### config.mk
export PLATFORM = sky130hd
export DESIGN_NAME = nes_ram
export DESIGN_NICKNAME = d
export VERILOG_FILES = /design/src/hdl/nes_ram.sv
export SDC_FILE = /design/constraint.sdc
export NUM_CORES = 1
export LEC_CHECK = 0
export BUFFER_PORTS_ARGS = -buffer_cell sky130_fd_sc_hd__buf_2
export CAP_MARGIN = 20
export CORE_ASPECT_RATIO = 1.75
export CORE_MARGIN = 4
export CORE_UTILIZATION = 45
export DETAILED_ROUTE_END_ITERATION = 8
export PLACE_DENSITY = 0.68
export SLEW_MARGIN = 20
export SYNTH_ARGS = -nofsm -noshare
export SYNTH_HDL_FRONTEND = slang
export SYNTH_SLANG_ARGS = --single-unit
### constraint.sdc
create_clock -name clk -period 1.8 [get_ports clk]
set_input_delay 0.09 -clock clk [delete_from_list [all_inputs] [get_ports clk]]
set_output_delay 0.09 -clock clk [all_outputs]
set_load 0.1 [all_outputs]
### src/hdl/nes_ram.sv
module nes_ram #(
  parameter int WIDTH = 8,
  parameter int DEPTH = 16
) (
  input  logic                     clk,
  input  logic                     we,
  input  logic [$clog2(DEPTH)-1:0] waddr,
  input  logic [WIDTH-1:0]         wdata,
  input  logic [$clog2(DEPTH)-1:0] raddr,
  output logic [WIDTH-1:0]         rdata
);

  logic [WIDTH-1:0] mem [DEPTH];

  // Write port, registered read (old data on a same-address collision)
  always_ff @(posedge clk) begin
    if (we) begin
      mem[waddr] <= wdata;
    end
    rdata <= mem[raddr];
  end

endmodule

==> reports/qor.json, run 1 <==
{
  "run_status": "finished clean",
  "crit_path_end_kind": "flop",
  "global_route_wire_length_before_repair_mm": 15.4,
  "critical_path.startpoint_type": "flop",
  "worst_pin_slew_ps": 505,
  "holdWs_ps": 58.0,
  "multiInputGateArea_um2": 1060,
  "finalSetupViolations": 0,
  "die-area_um2": 13300,
  "switching_share_pct": 20.6,
  "worst_ir_drop_vdd_v": 0.000676,
  "critPathMaxFanout": 1,
  "crit_type": "reg -> reg",
  "hold_viol": 0,
  "cap_viol_max_count": 0,
  "synthDistinctLibCells": 19,
  "drt-pass1-iter-count": 4,
  "syn_avg_cell_area_um2": 22.5,
  "synth.top_cells.by_area": "sky130_fd_sc_hd__edfxtp_1, sky130_fd_sc_hd__mux4_2, sky130_fd_sc_hd__mux4_1, sky130_fd_sc_hd__dfxtp_1, sky130_fd_sc_hd__a22oi_1",
  "ff_latch_area_um2": 4000,
  "grt_start_max_net_pins": 21,
  "unrepaired_setup_endpoints_after_global_routing": "no",
  "required_ps": 2090,
  "slew_headroom_pct": 66.6,
  "fmax_mhz": 744,
  "insertedDiodeCount": 0,
  "net-switching-power_mw": 1.58,
  "average_routed_wire_per_standard_cell_um": 22.8,
  "die_height_um": 149,
  "grt_pass1_vias": 2682,
  "synth_top_cell_by_area": "sky130_fd_sc_hd__edfxtp_1",
  "tritoncts": "built",
  "cts.path.max_buffers": 2,
  "post_route_cells_drive_above_1_share_pct": 33.0,
  "setup_slack_ps": 455,
  "wl_mm": 9.85,
  "num_io_pins": 26,
  "syn_inst": 229,
  "warning_count_from_the_yosys_run": 0,
  "timing.hold.worst.class": "in -> reg",
  "fin_area_um2": 6200,
  "globalplace.congestion": 0.777,
  "fin_skew_ps": 5.66,
  "syn-cell-area_um2": 5150,
  "seq_power_share_pct": 46.6,
  "critical_path_arrival_ps": 1640,
  "critical_path_buf_inv_count": 0,
  "post_drt_via_cell_ratio": 5.61,
  "cpLargestDelayFamily": "multiplexers",
  "synth_ff_type": "sky130_fd_sc_hd__edfxtp_1",
  "cellPowerDensity_nw_per_um2": 1230,
  "cts.reportedPaths.clkPinSlew_ps": 60,
  "period_minus_slack_ps": 1340,
  "power_frac_clock_pct": 47.0,
  "vias": 2424,
  "yosysSeqAreaShare_pct": 77.8,
  "grt_use_total_pct": 16.9,
  "slew_viol_final": 0,
  "layout.filler_cells": 826,
  "area_delta_synth_final_pct": 20.4,
  "antenna_left": 0,
  "coreArea_um2": 11200,
  "synthArstFlopShare_pct": 0,
  "placement.cell_area_um2": 5570,
  "timing.critical_path.slowest_cell_delay_ps": 490,
  "cell_internal_pwr_mw": 6.07,
  "die_width_um": 88.9,
  "post_cts_resized": 0,
  "detailed_place_hpwl_mm": 6.68,
  "layout_worst_path_cycle_share_pct": 74.7,
  "slowest_stage": "sky130_fd_sc_hd__mux4_2",
  "cellLeakagePower_nw": 2.14,
  "ys_ff_latch": 136,
  "most_repeated_cell_in_the_gate_level_netlist_after_synthesis": "sky130_fd_sc_hd__edfxtp_1",
  "worst_skew_pair.late_latency_ps": 420,
  "finish.net_count": 305,
  "initial_antenna_violation_count": 0,
  "clkSinkCount": 136,
  "total_power_mw": 7.65,
  "yosys.area.top_type_share_pct": 74.7,
  "final.setup.tns_ps": 0,
  "number_of_synthesized_flops_with_an_enable_pin": 128,
  "drc": 0,
  "detail_route.iter0.violations": 178,
  "netlist_top_cells_count": "sky130_fd_sc_hd__edfxtp_1, sky130_fd_sc_hd__mux4_2, sky130_fd_sc_hd__a22oi_1, sky130_fd_sc_hd__mux4_1, sky130_fd_sc_hd__nor2_1",
  "worstPathCellList": "mux4_2 > a22oi_1 > nand2_1",
  "synthesis.nets": 247,
  "numCtsBuffers": 17,
  "clockRootBuffer": "sky130_fd_sc_hd__clkbuf_16",
  "detailedPlace.worstSlack_ps": 337,
  "port-buffer-count": 25,
  "post_cts_hold_buffer_count": 0,
  "start_util_pct": 46.1,
  "rows": 51,
  "htree_num_levels": 4,
  "grt_remaining_overflow": 0,
  "postCtsSetupRepairBufs": 0,
  "comb_power_share_pct": 6.4
}
[worst paths after layout]
check / from / to / slack, ps / cells after the start
hold reg to reg: mem[12][4] / rdata[4] / 670 / 3
hold / removal: wdata[6] / mem[14][6] / 60 / 1
setup / recovery: mem[3][7] / rdata[7] / 460 / 3
setup reg to reg: mem[3][7] / rdata[7] / 460 / 3
[cell type report]
type,count,area share [%]
Tap cell,132,2.66
Timing Repair Buffer,49,5.53
Clock buffer,19,7.31
Multi-Input combinational cell,83,17.1
Sequential cell,136,64.6
Clock inverter,13,2.85
[logic make-up after synthesis]
group	after synthesis	share of synthesized area, %
mux	32	15.0
compound gates	16	2.33
simple gates	35	3.18
buf+inv	10	1.68
flops	136	77.8
[routing by layer]
layer	GRT usage (%)	vias to the layer above	part of all wire [%]
li1	-	1090	-
met1	19.2	1258	38
met2	28.5	65	57
met3	4.52	11	4.2
met4	8.47	0	1.6
met5	0	-	0
[sequential cells by signal, indices dropped and copies added (netlist names)]
register and cells:
mem 128, rdata 8
[stage by stage]
stage	std cells	util, %
after floorplan	229	-
after global placement	400	49.9
after detailed placement	400	49.9
after CTS	432	55.5
after global routing	432	55.5
final	432	55.5
[placed cells by master (no fill, tap or decap)]
cell                         synthesis  routed
sky130_fd_sc_hd__a22oi_1            16      16
sky130_fd_sc_hd__and2_1              1       1
sky130_fd_sc_hd__and2b_1             1       1
sky130_fd_sc_hd__buf_12              0       3
sky130_fd_sc_hd__buf_2               3      25
sky130_fd_sc_hd__buf_4               1      21
sky130_fd_sc_hd__bufinv_16           0       4
sky130_fd_sc_hd__clkbuf_16           0      17
sky130_fd_sc_hd__clkbuf_8            0       2
sky130_fd_sc_hd__clkinv_1            0       1
sky130_fd_sc_hd__clkinv_2            0       4
sky130_fd_sc_hd__clkinv_4            0       2
sky130_fd_sc_hd__clkinvlp_4          0       2
sky130_fd_sc_hd__dfxtp_1             8       8
sky130_fd_sc_hd__edfxtp_1          128     128
sky130_fd_sc_hd__mux4_1             14      14
sky130_fd_sc_hd__mux4_2             18      18
sky130_fd_sc_hd__nand2_1             9       9
sky130_fd_sc_hd__nand2b_1            2       2
sky130_fd_sc_hd__nand3_1             1       1
sky130_fd_sc_hd__nand3b_1            2       2
sky130_fd_sc_hd__nor2_1             13      13
sky130_fd_sc_hd__nor2b_1             1       1
sky130_fd_sc_hd__nor3_1              4       4
sky130_fd_sc_hd__or3b_2              1       1
[power groups by stage]
stage	Sequential (mW)	Combinational (mW)	Clock [mW]
detailed placement	3.63	0.490	0
CTS	3.56	0.494	3.64
floorplan	3.78	0.180	0
global placement	3.63	0.480	0
finish	3.56	0.486	3.60
global route	3.57	0.514	3.80
No activity file was read; power rests on OpenSTA's default activity.
==> inputs of run 2 (changes only) <==
ABC_AREA = 1   (was default)
PLACE_DENSITY = 0.67   (was 0.68)
clock period = 1.29 ns   (was 1.8 ns; I/O delays follow)
==> reports/qor.json, run 2 <==
{
  "cellLeakagePower": {"value": 2.94, "unit": "nW", "change": "+37%"},
  "critPathMaxFanout": {"value": 1, "change": "unchanged"},
  "finish.net_count": {"value": 620, "change": "+100%"},
  "hold_viol": {"value": 0, "change": "unchanged"},
  "slew_headroom": {"value": 67.6, "unit": "%", "change": "+0.98 points"},
  "insertedDiodeCount": {"value": 0, "change": "unchanged"},
  "most_repeated_cell_in_the_gate_level_netlist_after_synthesis": "sky130_fd_sc_hd__nand2_1",
  "antenna_left": {"value": 0, "change": "unchanged"},
  "coreArea": {"value": 12500, "unit": "um^2", "change": "+12%"},
  "run_status": "finished clean",
  "synth.top_cells.by_area": "sky130_fd_sc_hd__edfxtp_1, sky130_fd_sc_hd__nand2_1, sky130_fd_sc_hd__nand3_1, sky130_fd_sc_hd__inv_1, sky130_fd_sc_hd__dfxtp_1",
  "use_met3": {"value": 3.90, "unit": "%", "change": "-0.62 points"},
  "worst_skew_pair.late_latency": {"value": 410, "unit": "ps", "change": "about the same"},
  "clockRootBuffer": "sky130_fd_sc_hd__clkbuf_16",
  "syn_inst": {"value": 551, "change": "+140%"},
  "finalSetupViolations": {"value": 0, "change": "unchanged"},
  "final.setup.tns": {"value": 0, "unit": "ps", "change": "unchanged"},
  "ff_latch_area": {"value": 4000, "unit": "um^2", "change": "unchanged"},
  "multiInputGateArea": {"value": 1210, "unit": "um^2", "change": "+15%"},
  "synthArstFlopShare": {"value": 0, "unit": "%", "change": "unchanged"},
  "synth_ff_type": "sky130_fd_sc_hd__edfxtp_1",
  "htree_num_levels": {"value": 4, "change": "unchanged"},
  "drt-pass1-iter-count": {"value": 4, "change": "unchanged"},
  "placement.cell_area": {"value": 6190, "unit": "um^2", "change": "+11%"},
  "fin_skew": {"value": 7.19, "unit": "ps", "change": "+1.53 ps"},
  "netlist_top_cells_count": "sky130_fd_sc_hd__nand2_1, sky130_fd_sc_hd__edfxtp_1, sky130_fd_sc_hd__inv_1, sky130_fd_sc_hd__nand3_1, sky130_fd_sc_hd__nor2_1",
  "layout.filler_cells": {"value": 1070, "change": "+30%"},
  "timing.critical_path.slowest_cell_delay": {"value": 430, "unit": "ps", "change": "-60 ps"},
  "rows": {"value": 54, "change": "+5.9%"},
  "tritoncts": "built",
  "cts.reportedPaths.clkPinSlew": {"value": 60, "unit": "ps", "change": "about the same"},
  "commonest_non_fill_non_tap_cell_in_the_layout": "sky130_fd_sc_hd__nand2_1",
  "average_routed_wire_per_standard_cell": {"value": 15.3, "unit": "um", "change": "-33%"},
  "holdWs": {"value": 50.4, "unit": "ps", "change": "-7.56 ps"},
  "fin_util": {"value": 53.9, "unit": "%", "change": "-1.6 points"},
  "ys_ff_latch": {"value": 136, "change": "unchanged"},
  "yosysSeqAreaShare": {"value": 69.4, "unit": "%", "change": "-8.4 points"},
  "area_delta_synth_final_pct": 16.9,
  "grt_use_met1": {"value": 20.4, "unit": "%", "change": "+1.1 points"},
  "required": {"value": 1230, "unit": "ps", "change": "-860 ps"},
  "worst_pin_slew": {"value": 490, "unit": "ps", "change": "-14.8 ps"},
  "synthesis.nets": {"value": 569, "change": "+130%"},
  "detailedPlace.worstSlack": {"value": 132, "unit": "ps", "change": "-206 ps"},
  "critical_path.startpoint_type": "flop",
  "clkSinkCount": {"value": 136, "change": "unchanged"},
  "global_route.usage.met2": {"value": 30.4, "unit": "%", "change": "+1.9 points"},
  "post_cts_resized": {"value": 1, "change": "+1"},
  "wl": {"value": 12.0, "unit": "mm", "change": "+21%"},
  "post_drt_via_cell_ratio": {"value": 4.78, "change": "-15%"},
  "syn-cell-area": {"value": 5770, "unit": "um^2", "change": "+12%"},
  "post_route_cells_drive_above_1_share": {"value": 13.5, "unit": "%", "change": "-19 points"},
  "syn_avg_cell_area": {"value": 10.5, "unit": "um^2", "change": "-53%"},
  "vias": {"value": 3737, "change": "+54%"},
  "slowest_stage": "sky130_fd_sc_hd__buf_2",
  "layout_worst_path_cycle_share_pct": 95.1,
  "cellPowerDensity": {"value": 1520, "unit": "nW/um^2", "change": "+23%"},
  "crit_path_end_kind": "primary output",
  "slew_viol_final": {"value": 0, "change": "unchanged"},
  "crit_type": "reg -> out",
  "num_io_pins": {"value": 26, "change": "unchanged"},
  "period_minus_slack_ps": 1230,
  "critical_path_arrival": {"value": 1160, "unit": "ps", "change": "-480 ps"},
  "fin_area": {"value": 6740, "unit": "um^2", "change": "+8.8%"},
  "grt_use_total": {"value": 17.7, "unit": "%", "change": "+0.85 points"},
  "grt.busiest_layer": "met2",
  "critical_path_buf_inv_count": {"value": 1, "change": "+1"},
  "grt_pass1_vias": {"value": 3735, "change": "+39%"},
  "synth_top_cell_by_area": "sky130_fd_sc_hd__edfxtp_1",
  "detailed_place_hpwl": {"value": 8.15, "unit": "mm", "change": "+22%"},
  "post_cts_hold_buffer_count": {"value": 0, "change": "unchanged"},
  "grt_start_max_net_pins": {"value": 31, "change": "+48%"},
  "initial_antenna_violation_count": {"value": 0, "change": "unchanged"},
  "drc": {"value": 0, "change": "unchanged"},
  "worstPathCellList": "buf_2",
  "timing.hold.worst.class": "in -> reg",
  "detail_route.iter0.violations": {"value": 276, "change": "+55%"},
  "warning_count_from_the_yosys_run": {"value": 0, "change": "unchanged"},
  "numCtsBuffers": {"value": 17, "change": "unchanged"},
  "fmax_mhz": 815,
  "postCtsSetupRepairBufs": {"value": 0, "change": "unchanged"},
  "globalplace.congestion": {"value": 0.871, "change": "+12%"},
  "die_height": {"value": 158, "unit": "um", "change": "+5.5%"},
  "largest_register": "mem",
  "yosys.area.top_type_share": {"value": 66.7, "unit": "%", "change": "-8.0 points"},
  "die-area": {"value": 14800, "unit": "um^2", "change": "+11%"},
  "synthDistinctLibCells": {"value": 12, "change": "-7"},
  "global_route_wire_length_before_repair": {"value": 19.2, "unit": "mm", "change": "+25%"},
  "port-buffer-count": {"value": 25, "change": "unchanged"},
  "number_of_synthesized_flops_with_an_enable_pin": {"value": 128, "change": "unchanged"},
  "cpLargestDelayFamily": "buffers and inverters",
  "cap_viol_max_count": {"value": 0, "change": "unchanged"},
  "largest_register_ffs": {"value": 128, "change": "unchanged"},
  "setup_slack": {"value": 62.6, "unit": "ps", "change": "-393 ps"},
  "start_util": {"value": 46.1, "unit": "%", "change": "about the same"},
  "die_width": {"value": 93.6, "unit": "um", "change": "+5.3%"},
  "cts.path.max_buffers": {"value": 2, "change": "unchanged"},
  "final_cell_mix": "sky130_fd_sc_hd__nand2_1, sky130_fd_sc_hd__edfxtp_1, sky130_fd_sc_hd__inv_1",
  "reg.largest.list": "mem (128), rdata (8)",
  "grt_remaining_overflow": {"value": 0, "change": "unchanged"},
  "unrepaired_setup_endpoints_after_global_routing": "no",
  "worst_ir_drop_vdd": {"value": 0.000904, "unit": "V", "change": "+34%"}
}
## run 2: cell count changes after synthesis, moves of 14 or more
cell,delta
sky130_fd_sc_hd__mux4_2,-18
sky130_fd_sc_hd__mux4_1,-14
sky130_fd_sc_hd__nand3_1,+96
sky130_fd_sc_hd__a22oi_1,-16
sky130_fd_sc_hd__nand2_1,+164
sky130_fd_sc_hd__inv_1,+100
## run 2: logic make-up (layout without fill, tap and decap cells)
group	count (synthesis)	count (layout)	share of synthesized area [%]
and+or+nand+nor	289	289	21.0
buffers and inverters	126	189	9.52
DFF	136	136	69.4
## run 2: where the power goes
group / internal, mW / switching, mW
logic: 0.202 / 0.612
clock network: 2.80 / 1.63
registers: 4.94 / 0.0300
## run 2: final cells by class
type,count,area share [%]
well taps,168,3.12
inverters,102,5.68
multi-input cells,289,18.0
flip-flops and latches,136,59.4
clock inverters,10,1.56
repair buffers,56,5.72
clock buffers,21,6.53
## run 2: per-layer routing
metal  part of all wire (%)  routed length [um]
met5                      0                   0
met4                    3.3                 394
met3                    3.1                 368
met2                     53                6350
met1                     40                4840
## run 2: stage by stage
stage,total power [mW],std cells
finish,10.2,782
global route,10.6,782
CTS,10.3,782
detailed placement,5.88,751
global placement,5.86,751
floorplan,5.61,551
## run 2: final timing paths
kind / from / endpoint / slack [ps] / cells after the start
hold / removal: wdata[4] / mem[11][4] / 50 / 1
hold reg to reg: mem[11][7] / rdata[7] / 660 / 6
setup / recovery: rdata[7] / rdata[7] / 60 / 1
setup reg to reg: mem[6][0] / rdata[0] / 270 / 6
